$ cat config.mk
export PLATFORM = sky130hd
export DESIGN_NAME = macro_tiled_surface_address_unit
export DESIGN_NICKNAME = d
export VERILOG_FILES = /design/src/rtl/core/mtsa_pkg.sv /design/src/rtl/core/mtsa_cfg_regs.sv /design/src/rtl/core/mtsa_swap_div.sv /design/src/rtl/core/mtsa_addr_path.sv /design/src/rtl/core/macro_tiled_surface_address_unit.sv
export SDC_FILE = /design/constraint.sdc
export NUM_CORES = 1
export LEC_CHECK = 0
export BUFFER_PORTS_ARGS = -buffer_cell sky130_fd_sc_hd__clkbuf_2
export CORE_ASPECT_RATIO = 1.25
export CORE_MARGIN = 10
export CORE_UTILIZATION = 25
export DETAILED_ROUTE_END_ITERATION = 16
export PLACE_DENSITY = 0.45
export SKIP_LAST_GASP = 1
export SLEW_MARGIN = 20
export SYNTH_ARGS = -nofsm -noshare
export SYNTH_HDL_FRONTEND = slang
export SYNTH_SLANG_ARGS = --single-unit
export TNS_END_PERCENT = 10
$ cat constraint.sdc
create_clock -name clk_i -period 18.5 [get_ports clk_i]
set_input_delay 2.775 -clock clk_i [delete_from_list [all_inputs] [get_ports clk_i]]
set_output_delay 2.775 -clock clk_i [all_outputs]
set_load 0.01 [all_outputs]
$ cat src/rtl/core/mtsa_pkg.sv
`timescale 1ns / 1ps
// types, constants and helper functions for the macro tiled surface address unit
// no dependencies

package mtsa_pkg;

  localparam int unsigned NUM_BANKS  = 4;
  localparam int unsigned NUM_PIPES  = 2;
  localparam int unsigned PIPE_W     = 1;
  localparam int unsigned BANK_W     = 2;
  localparam int unsigned GROUP_BITS = 8;

  localparam int unsigned CFG_IDX_W  = 3;
  localparam int unsigned CFG_DATA_W = 15;

  localparam logic [7:0] BPE_8   = 8'd8;
  localparam logic [7:0] BPE_16  = 8'd16;
  localparam logic [7:0] BPE_64  = 8'd64;
  localparam logic [7:0] BPE_128 = 8'd128;

  localparam logic [2:0] ASPECT_2 = 3'd2;
  localparam logic [2:0] ASPECT_4 = 3'd4;

  localparam logic [7:0]  RST_BPE       = 8'd32;
  localparam logic        RST_DEPTH     = 1'b0;
  localparam logic [2:0]  RST_ASPECT    = 3'd1;
  localparam logic [13:0] RST_PITCH     = 14'd0;
  localparam logic        RST_PIPE_SWZ  = 1'b0;
  localparam logic [2:0]  RST_BANK_SWZ  = 3'd0;
  localparam logic [14:0] RST_SWAP_W    = 15'd0;

  localparam logic [2:0] SWAP_SEQ [8] = '{3'd0, 3'd1, 3'd3, 3'd2, 3'd6, 3'd7, 3'd5, 3'd4};

  typedef enum logic [CFG_IDX_W-1:0] {
    CFG_BPE      = 3'd0,
    CFG_DEPTH    = 3'd1,
    CFG_ASPECT   = 3'd2,
    CFG_PITCH    = 3'd3,
    CFG_PIPE_SWZ = 3'd4,
    CFG_BANK_SWZ = 3'd5,
    CFG_SWAP_W   = 3'd6
  } cfg_idx_e;

  typedef struct packed {
    logic [7:0]  bpe;
    logic        depth;
    logic [2:0]  aspect;
    logic [13:0] pitch;
    logic        pipe_swz;
    logic [2:0]  bank_swz;
    logic [14:0] swap_width;
  } cfg_t;

  typedef struct packed {
    logic [12:0] coord_x;
    logic [12:0] coord_y;
  } in_word_t;

  typedef struct packed {
    logic [31:0] byte_address;
    logic [1:0]  bank_used;
    logic        pipe_used;
  } out_word_t;

  typedef struct packed {
    logic        valid;
    logic [10:0] elem;
    logic [25:0] scaled;
    logic [2:0]  bp;
    logic        swap_en;
  } path_out_t;

  // log2 of macro tile width in elements: 5, 4 or 3
  function automatic logic [2:0] pitch_log2(logic [2:0] aspect);
    logic [2:0] res;
    res = 3'd5;
    if (aspect == ASPECT_2) res = 3'd4;
    if (aspect == ASPECT_4) res = 3'd3;
    return res;
  endfunction

  // pixel index inside the 8x8 micro tile
  function automatic logic [5:0] micro_index(logic [2:0] x, logic [2:0] y, logic depth,
                                             logic [7:0] bpe);
    logic [5:0] idx;
    priority if (depth) begin
      idx = {y[2], x[2], y[1], x[1], y[0], x[0]};
    end else if (bpe == BPE_8) begin
      idx = {y[2], y[0], y[1], x[2], x[1], x[0]};
    end else if (bpe == BPE_16) begin
      idx = {y[2], y[1], y[0], x[2], x[1], x[0]};
    end else if (bpe == BPE_64) begin
      idx = {y[2], y[1], x[2], x[1], y[0], x[0]};
    end else if (bpe == BPE_128) begin
      idx = {y[2], y[1], x[2], x[1], x[0], y[0]};
    end else begin
      idx = {y[2], y[1], x[2], y[0], x[1], x[0]};
    end
    return idx;
  endfunction

endpackage

$ cat src/rtl/core/mtsa_cfg_regs.sv
`timescale 1ns / 1ps
// configuration register file of the macro tiled surface address unit
// depends on mtsa_pkg

module mtsa_cfg_regs import mtsa_pkg::*; (
  input  logic                  clk_i,
  input  logic                  rst_ni,
  input  logic                  cfg_valid_i,
  output logic                  cfg_ready_o,
  input  logic [CFG_IDX_W-1:0]  cfg_index_i,
  input  logic [CFG_DATA_W-1:0] cfg_data_i,
  output cfg_t                  cfg_o
);

  cfg_t cfg_q;

  assign cfg_ready_o = 1'b1;
  assign cfg_o       = cfg_q;

  always_ff @(posedge clk_i or negedge rst_ni) begin
    if (!rst_ni) begin
      cfg_q.bpe        <= RST_BPE;
      cfg_q.depth      <= RST_DEPTH;
      cfg_q.aspect     <= RST_ASPECT;
      cfg_q.pitch      <= RST_PITCH;
      cfg_q.pipe_swz   <= RST_PIPE_SWZ;
      cfg_q.bank_swz   <= RST_BANK_SWZ;
      cfg_q.swap_width <= RST_SWAP_W;
    end else if (cfg_valid_i) begin
      unique case (cfg_idx_e'(cfg_index_i))
        CFG_BPE:      cfg_q.bpe        <= cfg_data_i[7:0];
        CFG_DEPTH:    cfg_q.depth      <= cfg_data_i[0];
        CFG_ASPECT:   cfg_q.aspect     <= cfg_data_i[2:0];
        CFG_PITCH:    cfg_q.pitch      <= cfg_data_i[13:0];
        CFG_PIPE_SWZ: cfg_q.pipe_swz   <= cfg_data_i[0];
        CFG_BANK_SWZ: cfg_q.bank_swz   <= cfg_data_i[2:0];
        CFG_SWAP_W:   cfg_q.swap_width <= cfg_data_i[14:0];
        default: ;
      endcase
    end
  end

endmodule

$ cat src/rtl/core/mtsa_swap_div.sv
`timescale 1ns / 1ps
// pipelined restoring divider giving the low bank swap index bits
// depends on mtsa_pkg

module mtsa_swap_div import mtsa_pkg::*; (
  input  logic        clk_i,
  input  logic [12:0] x_i,
  input  logic [2:0]  aspect_i,
  input  logic [14:0] width_i,
  output logic [1:0]  quo_o
);

  localparam int unsigned DEN_W = 15;

  function automatic logic [DEN_W:0] div_step(logic [DEN_W-1:0] r, logic nb,
                                              logic [DEN_W-1:0] d);
    logic [DEN_W:0] t;
    logic [DEN_W:0] res;
    t = {r, nb};
    if (t >= {1'b0, d}) begin
      t   = t - {1'b0, d};
      res = {1'b1, t[DEN_W-1:0]};
    end else begin
      res = {1'b0, t[DEN_W-1:0]};
    end
    return res;
  endfunction

  logic [12:0]      num1_q;
  logic [DEN_W-1:0] den1_q;
  logic [8:0]       num2_q;
  logic [DEN_W-1:0] den2_q, rem2_q, rem2_d;
  logic [4:0]       num3_q;
  logic [DEN_W-1:0] den3_q, rem3_q, rem3_d;
  logic [1:0]       quo_q, quo_d;
  logic [12:0]      shifted;
  logic [2:0]       ps;

  assign ps      = pitch_log2(aspect_i);
  assign shifted = x_i >> ps;

  always_comb begin
    logic [DEN_W:0] s;
    rem2_d = '0;
    for (int i = 0; i < 4; i++) begin
      s      = div_step(rem2_d, num1_q[12-i], den1_q);
      rem2_d = s[DEN_W-1:0];
    end
  end

  always_comb begin
    logic [DEN_W:0] s;
    rem3_d = rem2_q;
    for (int i = 0; i < 4; i++) begin
      s      = div_step(rem3_d, num2_q[8-i], den2_q);
      rem3_d = s[DEN_W-1:0];
    end
  end

  always_comb begin
    logic [DEN_W:0]   s;
    logic [DEN_W-1:0] r;
    r     = rem3_q;
    quo_d = '0;
    for (int i = 0; i < 5; i++) begin
      s     = div_step(r, num3_q[4-i], den3_q);
      r     = s[DEN_W-1:0];
      quo_d = {quo_d[0], s[DEN_W]};
    end
  end

  always_ff @(posedge clk_i) begin
    num1_q <= shifted << ps;
    den1_q <= width_i;
    num2_q <= num1_q[8:0];
    den2_q <= den1_q;
    rem2_q <= rem2_d;
    num3_q <= num2_q[4:0];
    den3_q <= den2_q;
    rem3_q <= rem3_d;
    quo_q  <= quo_d;
  end

  assign quo_o = quo_q;

endmodule

$ cat src/rtl/core/mtsa_addr_path.sv
`timescale 1ns / 1ps
// four stage datapath: tile coordinates, micro tile offset and macro tile offset
// depends on mtsa_pkg

module mtsa_addr_path import mtsa_pkg::*; (
  input  logic      clk_i,
  input  logic      rst_ni,
  input  logic      in_valid_i,
  input  in_word_t  in_i,
  input  cfg_t      cfg_i,
  output path_out_t path_o
);

  logic [2:0]  ps, hs;
  logic [12:0] x_sh, y_sh;
  logic [13:0] p_sh;
  logic [2:0]  bp_raw;

  logic [3:0]  v_q;

  logic [5:0]  idx1_q;
  logic [9:0]  mtx1_q;
  logic [8:0]  mty1_q;
  logic [10:0] tpr1_q;
  logic [2:0]  bp1_q;
  logic        swap1_q;

  logic [13:0] elem_full;
  logic [10:0] elem2_q;
  logic [19:0] prod2_q;
  logic [9:0]  mtx2_q;
  logic [2:0]  bp2_q;
  logic        swap2_q;

  logic [10:0] elem3_q;
  logic [20:0] sum3_q;
  logic [2:0]  bp3_q;
  logic        swap3_q;

  logic [10:0] elem4_q;
  logic [25:0] scaled4_q;
  logic [2:0]  bp4_q;
  logic        swap4_q;

  assign ps   = pitch_log2(cfg_i.aspect);
  assign hs   = 3'd1 - ps + 3'd4 + 3'd4;
  assign x_sh = in_i.coord_x >> ps;
  assign y_sh = in_i.coord_y >> hs;
  assign p_sh = cfg_i.pitch >> ps;

  assign bp_raw = {in_i.coord_y[4] ^ in_i.coord_x[4],
                   in_i.coord_y[5] ^ in_i.coord_x[3],
                   in_i.coord_y[3] ^ in_i.coord_x[3]};

  assign elem_full = {6'b0, cfg_i.bpe} * {8'b0, idx1_q};

  always_ff @(posedge clk_i or negedge rst_ni) begin
    if (!rst_ni) begin
      v_q <= '0;
    end else begin
      v_q <= {v_q[2:0], in_valid_i};
    end
  end

  always_ff @(posedge clk_i) begin
    if (in_valid_i) begin
      idx1_q  <= micro_index(in_i.coord_x[2:0], in_i.coord_y[2:0], cfg_i.depth, cfg_i.bpe);
      mtx1_q  <= x_sh[9:0];
      mty1_q  <= y_sh[8:0];
      tpr1_q  <= p_sh[10:0];
      bp1_q   <= bp_raw ^ {cfg_i.bank_swz[1:0], cfg_i.pipe_swz};
      swap1_q <= (cfg_i.swap_width != '0);
    end
    if (v_q[0]) begin
      elem2_q <= elem_full[13:3];
      prod2_q <= {9'b0, tpr1_q} * {11'b0, mty1_q};
      mtx2_q  <= mtx1_q;
      bp2_q   <= bp1_q;
      swap2_q <= swap1_q;
    end
    if (v_q[1]) begin
      elem3_q <= elem2_q;
      sum3_q  <= {11'b0, mtx2_q} + {1'b0, prod2_q};
      bp3_q   <= bp2_q;
      swap3_q <= swap2_q;
    end
    if (v_q[2]) begin
      elem4_q   <= elem3_q;
      scaled4_q <= {18'b0, cfg_i.bpe} * {5'b0, sum3_q};
      bp4_q     <= bp3_q;
      swap4_q   <= swap3_q;
    end
  end

  assign path_o.valid   = v_q[3];
  assign path_o.elem    = elem4_q;
  assign path_o.scaled  = scaled4_q;
  assign path_o.bp      = bp4_q;
  assign path_o.swap_en = swap4_q;

endmodule

$ cat src/rtl/core/macro_tiled_surface_address_unit.sv
`timescale 1ns / 1ps
// top level of the macro tiled surface address unit: final bank swap and address splice
// depends on mtsa_pkg, mtsa_cfg_regs, mtsa_addr_path, mtsa_swap_div
//
//   channel   handshake              word
//   input     start, busy            coord_i    (in_word_t)
//   result    res_valid_o (strobe)   res_o      (out_word_t)
//   config    cfg_valid_i/ready_o    cfg_index_i, cfg_data_i
//
// one word enters per cycle; its result is shown for one cycle
// the pipeline has five register stages: tile coordinates, products,
// tile sum, size scaling and bank swap divider, address splice
// busy stays low; reset clears the valid bits only, no clearing pass
// the receiver cannot stall, so the pipeline never holds

module macro_tiled_surface_address_unit import mtsa_pkg::*; (
  input  logic                  clk_i,
  input  logic                  rst_ni,
  input  logic                  start,
  output logic                  busy,
  input  in_word_t              coord_i,
  output logic                  res_valid_o,
  output out_word_t             res_o,
  input  logic                  cfg_valid_i,
  output logic                  cfg_ready_o,
  input  logic [CFG_IDX_W-1:0]  cfg_index_i,
  input  logic [CFG_DATA_W-1:0] cfg_data_i
);

  cfg_t      cfg;
  path_out_t path;
  logic      accept;
  logic [1:0]  quo;
  logic [1:0]  bank_f;
  logic [2:0]  seq;
  logic [28:0] total;
  logic        res_valid_q;
  out_word_t   res_q;

  assign busy   = 1'b0;
  assign accept = start && !busy;

  mtsa_cfg_regs u_cfg (
    .clk_i       (clk_i),
    .rst_ni      (rst_ni),
    .cfg_valid_i (cfg_valid_i),
    .cfg_ready_o (cfg_ready_o),
    .cfg_index_i (cfg_index_i),
    .cfg_data_i  (cfg_data_i),
    .cfg_o       (cfg)
  );

  mtsa_addr_path u_path (
    .clk_i      (clk_i),
    .rst_ni     (rst_ni),
    .in_valid_i (accept),
    .in_i       (coord_i),
    .cfg_i      (cfg),
    .path_o     (path)
  );

  mtsa_swap_div u_div (
    .clk_i    (clk_i),
    .x_i      (coord_i.coord_x),
    .aspect_i (cfg.aspect),
    .width_i  (cfg.swap_width),
    .quo_o    (quo)
  );

  assign seq    = SWAP_SEQ[{1'b0, quo}];
  assign bank_f = path.bp[2:1] ^ (path.swap_en ? seq[1:0] : 2'b00);
  assign total  = {18'b0, path.elem} + {path.scaled, 3'b000};

  always_ff @(posedge clk_i or negedge rst_ni) begin
    if (!rst_ni) begin
      res_valid_q <= 1'b0;
    end else begin
      res_valid_q <= path.valid;
    end
  end

  always_ff @(posedge clk_i) begin
    if (path.valid) begin
      res_q.byte_address <= {total[28:8], bank_f, path.bp[0], total[7:0]};
      res_q.bank_used    <= bank_f;
      res_q.pipe_used    <= path.bp[0];
    end
  end

  assign res_valid_o = res_valid_q;
  assign res_o       = res_q;

  a_latency: assert property (@(posedge clk_i) disable iff (!rst_ni)
    res_valid_o |-> $past(accept, 5))
    else $error("result without a word accepted five cycles earlier");

  a_pipe: assert property (@(posedge clk_i) disable iff (!rst_ni)
    res_valid_o |-> res_o.pipe_used ==
      $past(coord_i.coord_x[3] ^ coord_i.coord_y[3] ^ cfg.pipe_swz, 5))
    else $error("pipe bit does not follow the coordinate");

  a_bank: assert property (@(posedge clk_i) disable iff (!rst_ni)
    res_valid_o && $past(cfg.swap_width == '0, 5) |-> res_o.bank_used ==
      $past({coord_i.coord_y[4] ^ coord_i.coord_x[4],
             coord_i.coord_y[5] ^ coord_i.coord_x[3]} ^ cfg.bank_swz[1:0], 5))
    else $error("unswapped bank does not follow the coordinate");

endmodule
== Yosys cells after proc, flatten, opt, wreduce, memory -nomap -nowiden ==
Memories as Yosys holds them, arrays and structs flattened.
Index checks and enable logic that the tools add are counted.
Storage, ports and cells
  bits in registers: 350
  input port bits: 48
  bits in read-only memories: 24
  logic and storage cells: 130
  memories: 1
Memory list
  (name not given): words 8, width 3, rd ports 1, clocked after memory_dff 0, wr ports 0, line macro_tiled_surface_address_unit.sv:70  | assign seq = SWAP_SEQ[{1'b0, quo}];
Cells by class
  multiplexer cells: 23
  multiply operators: 3
  reductions and logical operators: 9
  order comparisons: 14
  add/sub/neg operators: 18
  equal/unequal tests: 12
  bitwise gates (word level): 6
  shift-type cells: 4
Operators by type and width (count)
  greater-or-equal comparator 16 x 15 -> 1 bit: 12
  subtractor 15 bit: 12
  2-to-1 mux 15 bit: 11
  2-to-1 mux 16 bit: 2
  adder 11 x 29 -> 29 bit: 1
  multiplier 8 x 21 -> 26 bit: 1
  adder 10 x 20 -> 21 bit: 1
  multiplier 11 x 9 -> 20 bit: 1
  greater-or-equal comparator 1 x 15 -> 1 bit: 1
  nonzero test 15 bit: 1
  subtractor 1 x 15 -> 15 bit: 1
  multiplier 8 x 6 -> 14 bit: 1
  AND reduction 2 bit: 7
  >> shifter 14 x 3 -> 11 bit: 1
  << shifter 13 x 3 -> 13 bit: 1
  >> shifter 13 x 3 -> 13 bit: 1
  >> shifter 13 x 3 -> 9 bit: 1
  equality test 3 bit (second input constant): 4
  2-to-1 mux 5 bit: 2
  equality test 3 x 2 -> 1 bit (second input constant): 3
  2-to-1 mux 3 bit: 3
  equality test 8 x 4 -> 1 bit (second input constant): 1
  equality test 8 x 5 -> 1 bit (second input constant): 1
  equality test 8 x 7 -> 1 bit (second input constant): 1
  other kinds (13): 18

== Longest topological paths before layout ==
  word-level depth: 10
  mapped depth: 55
  gate-level depth less buffers: 50

== Hierarchy ==
A second synthesis with hierarchy kept.
Unflattened totals
  cell total of the unflattened synthesis: 3266
  area total of the unflattened synthesis: 31582.8 sq um
Modules (own cells, without submodules)
  mtsa_addr_path: times used 1, area each 15802.7 sq um, cells each 1508
  mtsa_swap_div: times used 1, area each 12279.3 sq um, cells each 1516
  mtsa_cfg_regs: times used 1, area each 1752.9 sq um, cells each 101
  macro_tiled_surface_address_unit: times used 1, area each 1747.9 sq um, cells each 141

== Least setup slack after synthesis ==
OpenSTA, ideal clock, no wires.
  kind: flip-flop to flip-flop
  start: register u_div.den3_q[1]
  end: register u_div.quo_q[0], in the netlist u_div.quo_o[0]
  path slack: 7436 ps
  period minus slack after synthesis: 11064 ps
  setup time: 129 ps
  stages on the path, launching flop included: 50
  arrival time: 10935 ps
  cells stage by stage: dfxtp_1 > inv_1 > fa_1 > a211oi_1 > o21ai_1 > a211oi_2 > o21bai_1 > a21boi_0 > buf_2 > mux2_2 > ha_1 > nor2b_1 > o21ai_0 > and2_1 > o211ai_1 > a221oi_1 > nor4b_4 > clkbuf_1 > [... 14 more ...] > o41ai_1 > o211ai_1 > a31o_2 > a21o_1 > a211o_1 > a211oi_4 > buf_6 > mux2i_1 > ha_1 > a21o_1 > a21o_1 > a211oi_1 > o21ai_0 > a211oi_1 > o31a_1 > o21bai_1 > a221oi_1 > mux2i_1
On the way
  word-level cells in the longest chain between the ends: 10
RTL lines
  start: declaration: line mtsa_swap_div.sv:34  | logic [DEN_W-1:0] den3_q, rem3_q, rem3_d;
  start signal: assignment: line mtsa_swap_div.sv:79  | den3_q <= den2_q;
  subtractor 15 bit / greater-or-equal comparator 16 x 15 -> 1 bit (equally long branches): line mtsa_swap_div.sv:21, mtsa_swap_div.sv:20
  2-to-1 mux 15 bit: line mtsa_swap_div.sv:20  | if (t >= {1'b0, d}) begin
  subtractor 15 bit / greater-or-equal comparator 16 x 15 -> 1 bit (equally long branches): line mtsa_swap_div.sv:21, mtsa_swap_div.sv:20
  2-to-1 mux 15 bit: line mtsa_swap_div.sv:20
  subtractor 15 bit / greater-or-equal comparator 16 x 15 -> 1 bit (equally long branches): line mtsa_swap_div.sv:21, mtsa_swap_div.sv:20
  2-to-1 mux 15 bit: line mtsa_swap_div.sv:20
  subtractor 15 bit / greater-or-equal comparator 16 x 15 -> 1 bit (equally long branches): line mtsa_swap_div.sv:21, mtsa_swap_div.sv:20
  2-to-1 mux 16 bit: line mtsa_swap_div.sv:20
  greater-or-equal comparator 16 x 15 -> 1 bit *: line mtsa_swap_div.sv:20
  2-to-1 mux 16 bit *: line mtsa_swap_div.sv:20
  named net u_div.quo_d[0]: line mtsa_swap_div.sv:35  | logic [1:0] quo_q, quo_d;
  end signal: assignment: line mtsa_swap_div.sv:81  | quo_q <= quo_d;
  end: declaration: line mtsa_swap_div.sv:35
The timed path passes the listed nets; every way through them passes the cells marked *.
A chain may end at the register's enable or synchronous reset.

== Worst setup path after layout ==
Same ends and word-level chain as after synthesis.

==> out/qor.csv <==
metric,value,unit
initial cell density of the core,0.252,
"slowest stage cell, crit path",o41ai_1,
port bufs,83,
Yosys Warn Count,0,
async set-reset flop share out of synthesis,0.134,
final period utilization,0.693,
number of synthesized flops with an enable pin,194,
placed cell count,4821,
Root Buffer,clkbuf_16,
Least-Margin Pin Slew,1010,ps
Worst-Skew Late Latency,590,ps
sequential fraction of the synthesis area,0.292,
TritonCTS clock tree,built,
Fin. Hold Viols,0,
arrival time worst endpoint,13300,ps
DP HPWL,66.2,mm
R2R Path End,u_div.quo_o[0],
largest cells by area after synthesis,"edfxtp_1 19%, fa_1 14%, ha_1 12%, dfxtp_1 6.7%, inv_1 4.3%",
Syn-to-layout area delta,11.7,%
number of max-cap violations,0,
Setup Buffers After CTS,0,
startpoint types,flop,
WL/cell,16.7,µm
Final nets,3819,
Setup Crit Path Kind,flop to flop,
r2r setup slk,5670,ps
status,"complete, no violations",
Finished Layout Cells,4897,
clock buffer count from CTS,42,
worst min-delay path startpoint,u_div.num1_q[8],
Synth cell types,94,
final setup fails,0,
Reg area,0.00907,mm²
Post-route DRC,0,
Routed Antenna Nets,0,
hold endpoint,u_div.num2_q[8],
first-pass GRT wire length,130,mm
Worst path max stage delay,550,ps
Synth Instances,3199,
DRT Pass-1 Iters,5,
worst endpoint required time,18970,ps
RSZ-0062 raised after global routing,no,
"Core Util, Final",0.281,
H-tree levels,2,
setup TNS,0,ps
Die Area,0.139,mm²
cell area after synthesis,0.0310,mm²
initial drt markers,1077,
Worst Setup End Kind,flop,
Worst Skew,33.0,ps
share of the synthesized area in the top cell type,0.188,
total grt overflow,0,
WL final,81.8,mm
critical path peak fanout,22,
Worst Reg-to-Reg Cells,48,
clk slew on worst S/H paths,70,ps
RR Startpoint,u_div.den3_q[1],
clk sinks,344,
DIE WIDTH,335,µm
"FF+latch count, synth",344,
initial antenna violation count,12,
share of cells above drive strength 1,0.101,
core area,0.123,mm²
largest net degree at the start of global routing,47,
max-slew violations,0,
via count,22500,
hold_buf cts,0,
# diodes,0,
min-delay worst type,flop to flop,
cell taking the most area after synthesis,edfxtp_1,
GP Congestion,0.812,
Top Ports,86,
Post-CTS Resized,0,
Max Freq,78.0,MHz
syn avg cell area,9.69,µm²
Avg Vias per Cell,4.59,
# rows,144,
multi-input logic area,0.0203,mm²
clk buf depth,3,
minimum clock period,12830,ps
GRT Total Usage,0.117,
vias in the first global route,23100,
Die H,414,µm
Filler Cell Count,13000,
Worst slew margin,0.327,
Post-synth top flop,edfxtp_1,
Hold Path Stages,0,
synth_stat cells (7+ instances only):
cell type and number:
ha_1 298, a2111oi_0 7, or3_1 20, a221o_1 13, and3_1 36, mux2i_1 39
nor3_1 66, nor4_1 16, nor3b_1 7, o31ai_1 8, a211oi_1 27, or2_2 7
o21a_1 32, fa_1 214, o31a_1 11, and2_1 146, dfrtp_1 44, nand2b_1 27
clkbuf_1 71, nand4_1 34, edfxtp_1 194, nor2b_1 52, a21boi_0 25, nand2_1 304
a21o_1 40, o211ai_1 14, dfxtp_1 104, nor2_1 194, xnor2_1 145, a21oi_1 129
nand3_1 40, inv_1 356, o21ai_0 125, buf_2 8, a31oi_1 19, a211o_1 8
mux2_2 113, xor2_1 56, o21bai_1 18
registers in the layout (all words and copies together) (netlist names), 10 cells and up:
signal and count:
u_div.den3_q 15, u_path.elem4_q 11, u_path.elem2_q 11, u_cfg.cfg_o 41, u_path.elem3_q 11, u_path.mtx2_q 10, u_div.rem3_q 15, u_div.rem2_q 15
u_div.den2_q 15, u_path.scaled4_q 26, u_path.sum3_q 21, u_path.mtx1_q 10, u_div.den1_q 15, u_path.tpr1_q 11, res_o 32, u_path.prod2_q 20
u_div.num1_q 13
placed cells by master, fill, tap and decap left out, drive strengths merged, types with 131 or more instances in the layout:
cell    count
fa        214
ha        298
clkbuf    131
nand2     304
xnor2     145
inv       359
edfxtp    194
nor2      195
a21oi     131
and2      147
metrics by stage:
step	setup WS [ps]	hold slack (ps)	area, µm²
after global placement	5780	310	33200
after detailed placement	5570	312	33200
after global routing	4580	315	34700
final	5670	314	34700
after floorplan	7440	310	31000
after CTS	5550	311	34600
routing by layer:
layer | share of wire | track usage | vias to the layer above
met4 | 0.024 | 0.0301 | 8
met5 | 0.00054 | 0 | -
met3 | 0.029 | 0.0143 | 100
li1 | - | - | 11200
met1 | 0.46 | 0.149 | 10900
met2 | 0.49 | 0.208 | 275
cells by family after synthesis:
kind of cell | count (synthesis) | share of synthesized area
compound gates | 546 | 0.119
simple gates | 985 | 0.158
xor+xnor | 201 | 0.0568
buf+inv | 446 | 0.0555
mux | 163 | 0.0594
other cells | 2 | 0.000242
fa+ha+maj | 512 | 0.258
flops | 344 | 0.292
final cells by class:
class                   instances  area share
clock buffers                  48      0.0319
clock inverters                28     0.00903
inverters                     356      0.0386
multi-input cells            2412       0.585
flip-flops and latches        344       0.262
well taps                    1606      0.0580
repair buffers                103      0.0163
worst max-delay path, delay by kind of cell (launching register included):
family	cells	cell delay, ps
AO/OA/AOI/OAI	27	6590
adder cells (fa/ha/maj)	5	1690
multiplexers	5	1560
AND/OR/NAND/NOR	7	1260
buffers and inverters	4	1080
flip-flops	1	510
worst max-delay path by stage:
stage,startpoint,to,cells past startpoint
global route,u_div.den3_q[1],u_div.quo_o[0],48
CTS,u_div.den3_q[1],u_div.quo_o[0],48
finish,u_div.den3_q[1],u_div.quo_o[0],48
global placement,u_div.den3_q[1],u_div.quo_o[0],48
detailed placement,u_div.den3_q[1],u_div.quo_o[0],48
floorplan,u_div.den3_q[1],u_div.quo_o[0],49
Power is not shown: default switching activity piles up to over one toggle a cycle in this logic, so the estimate is an artifact.
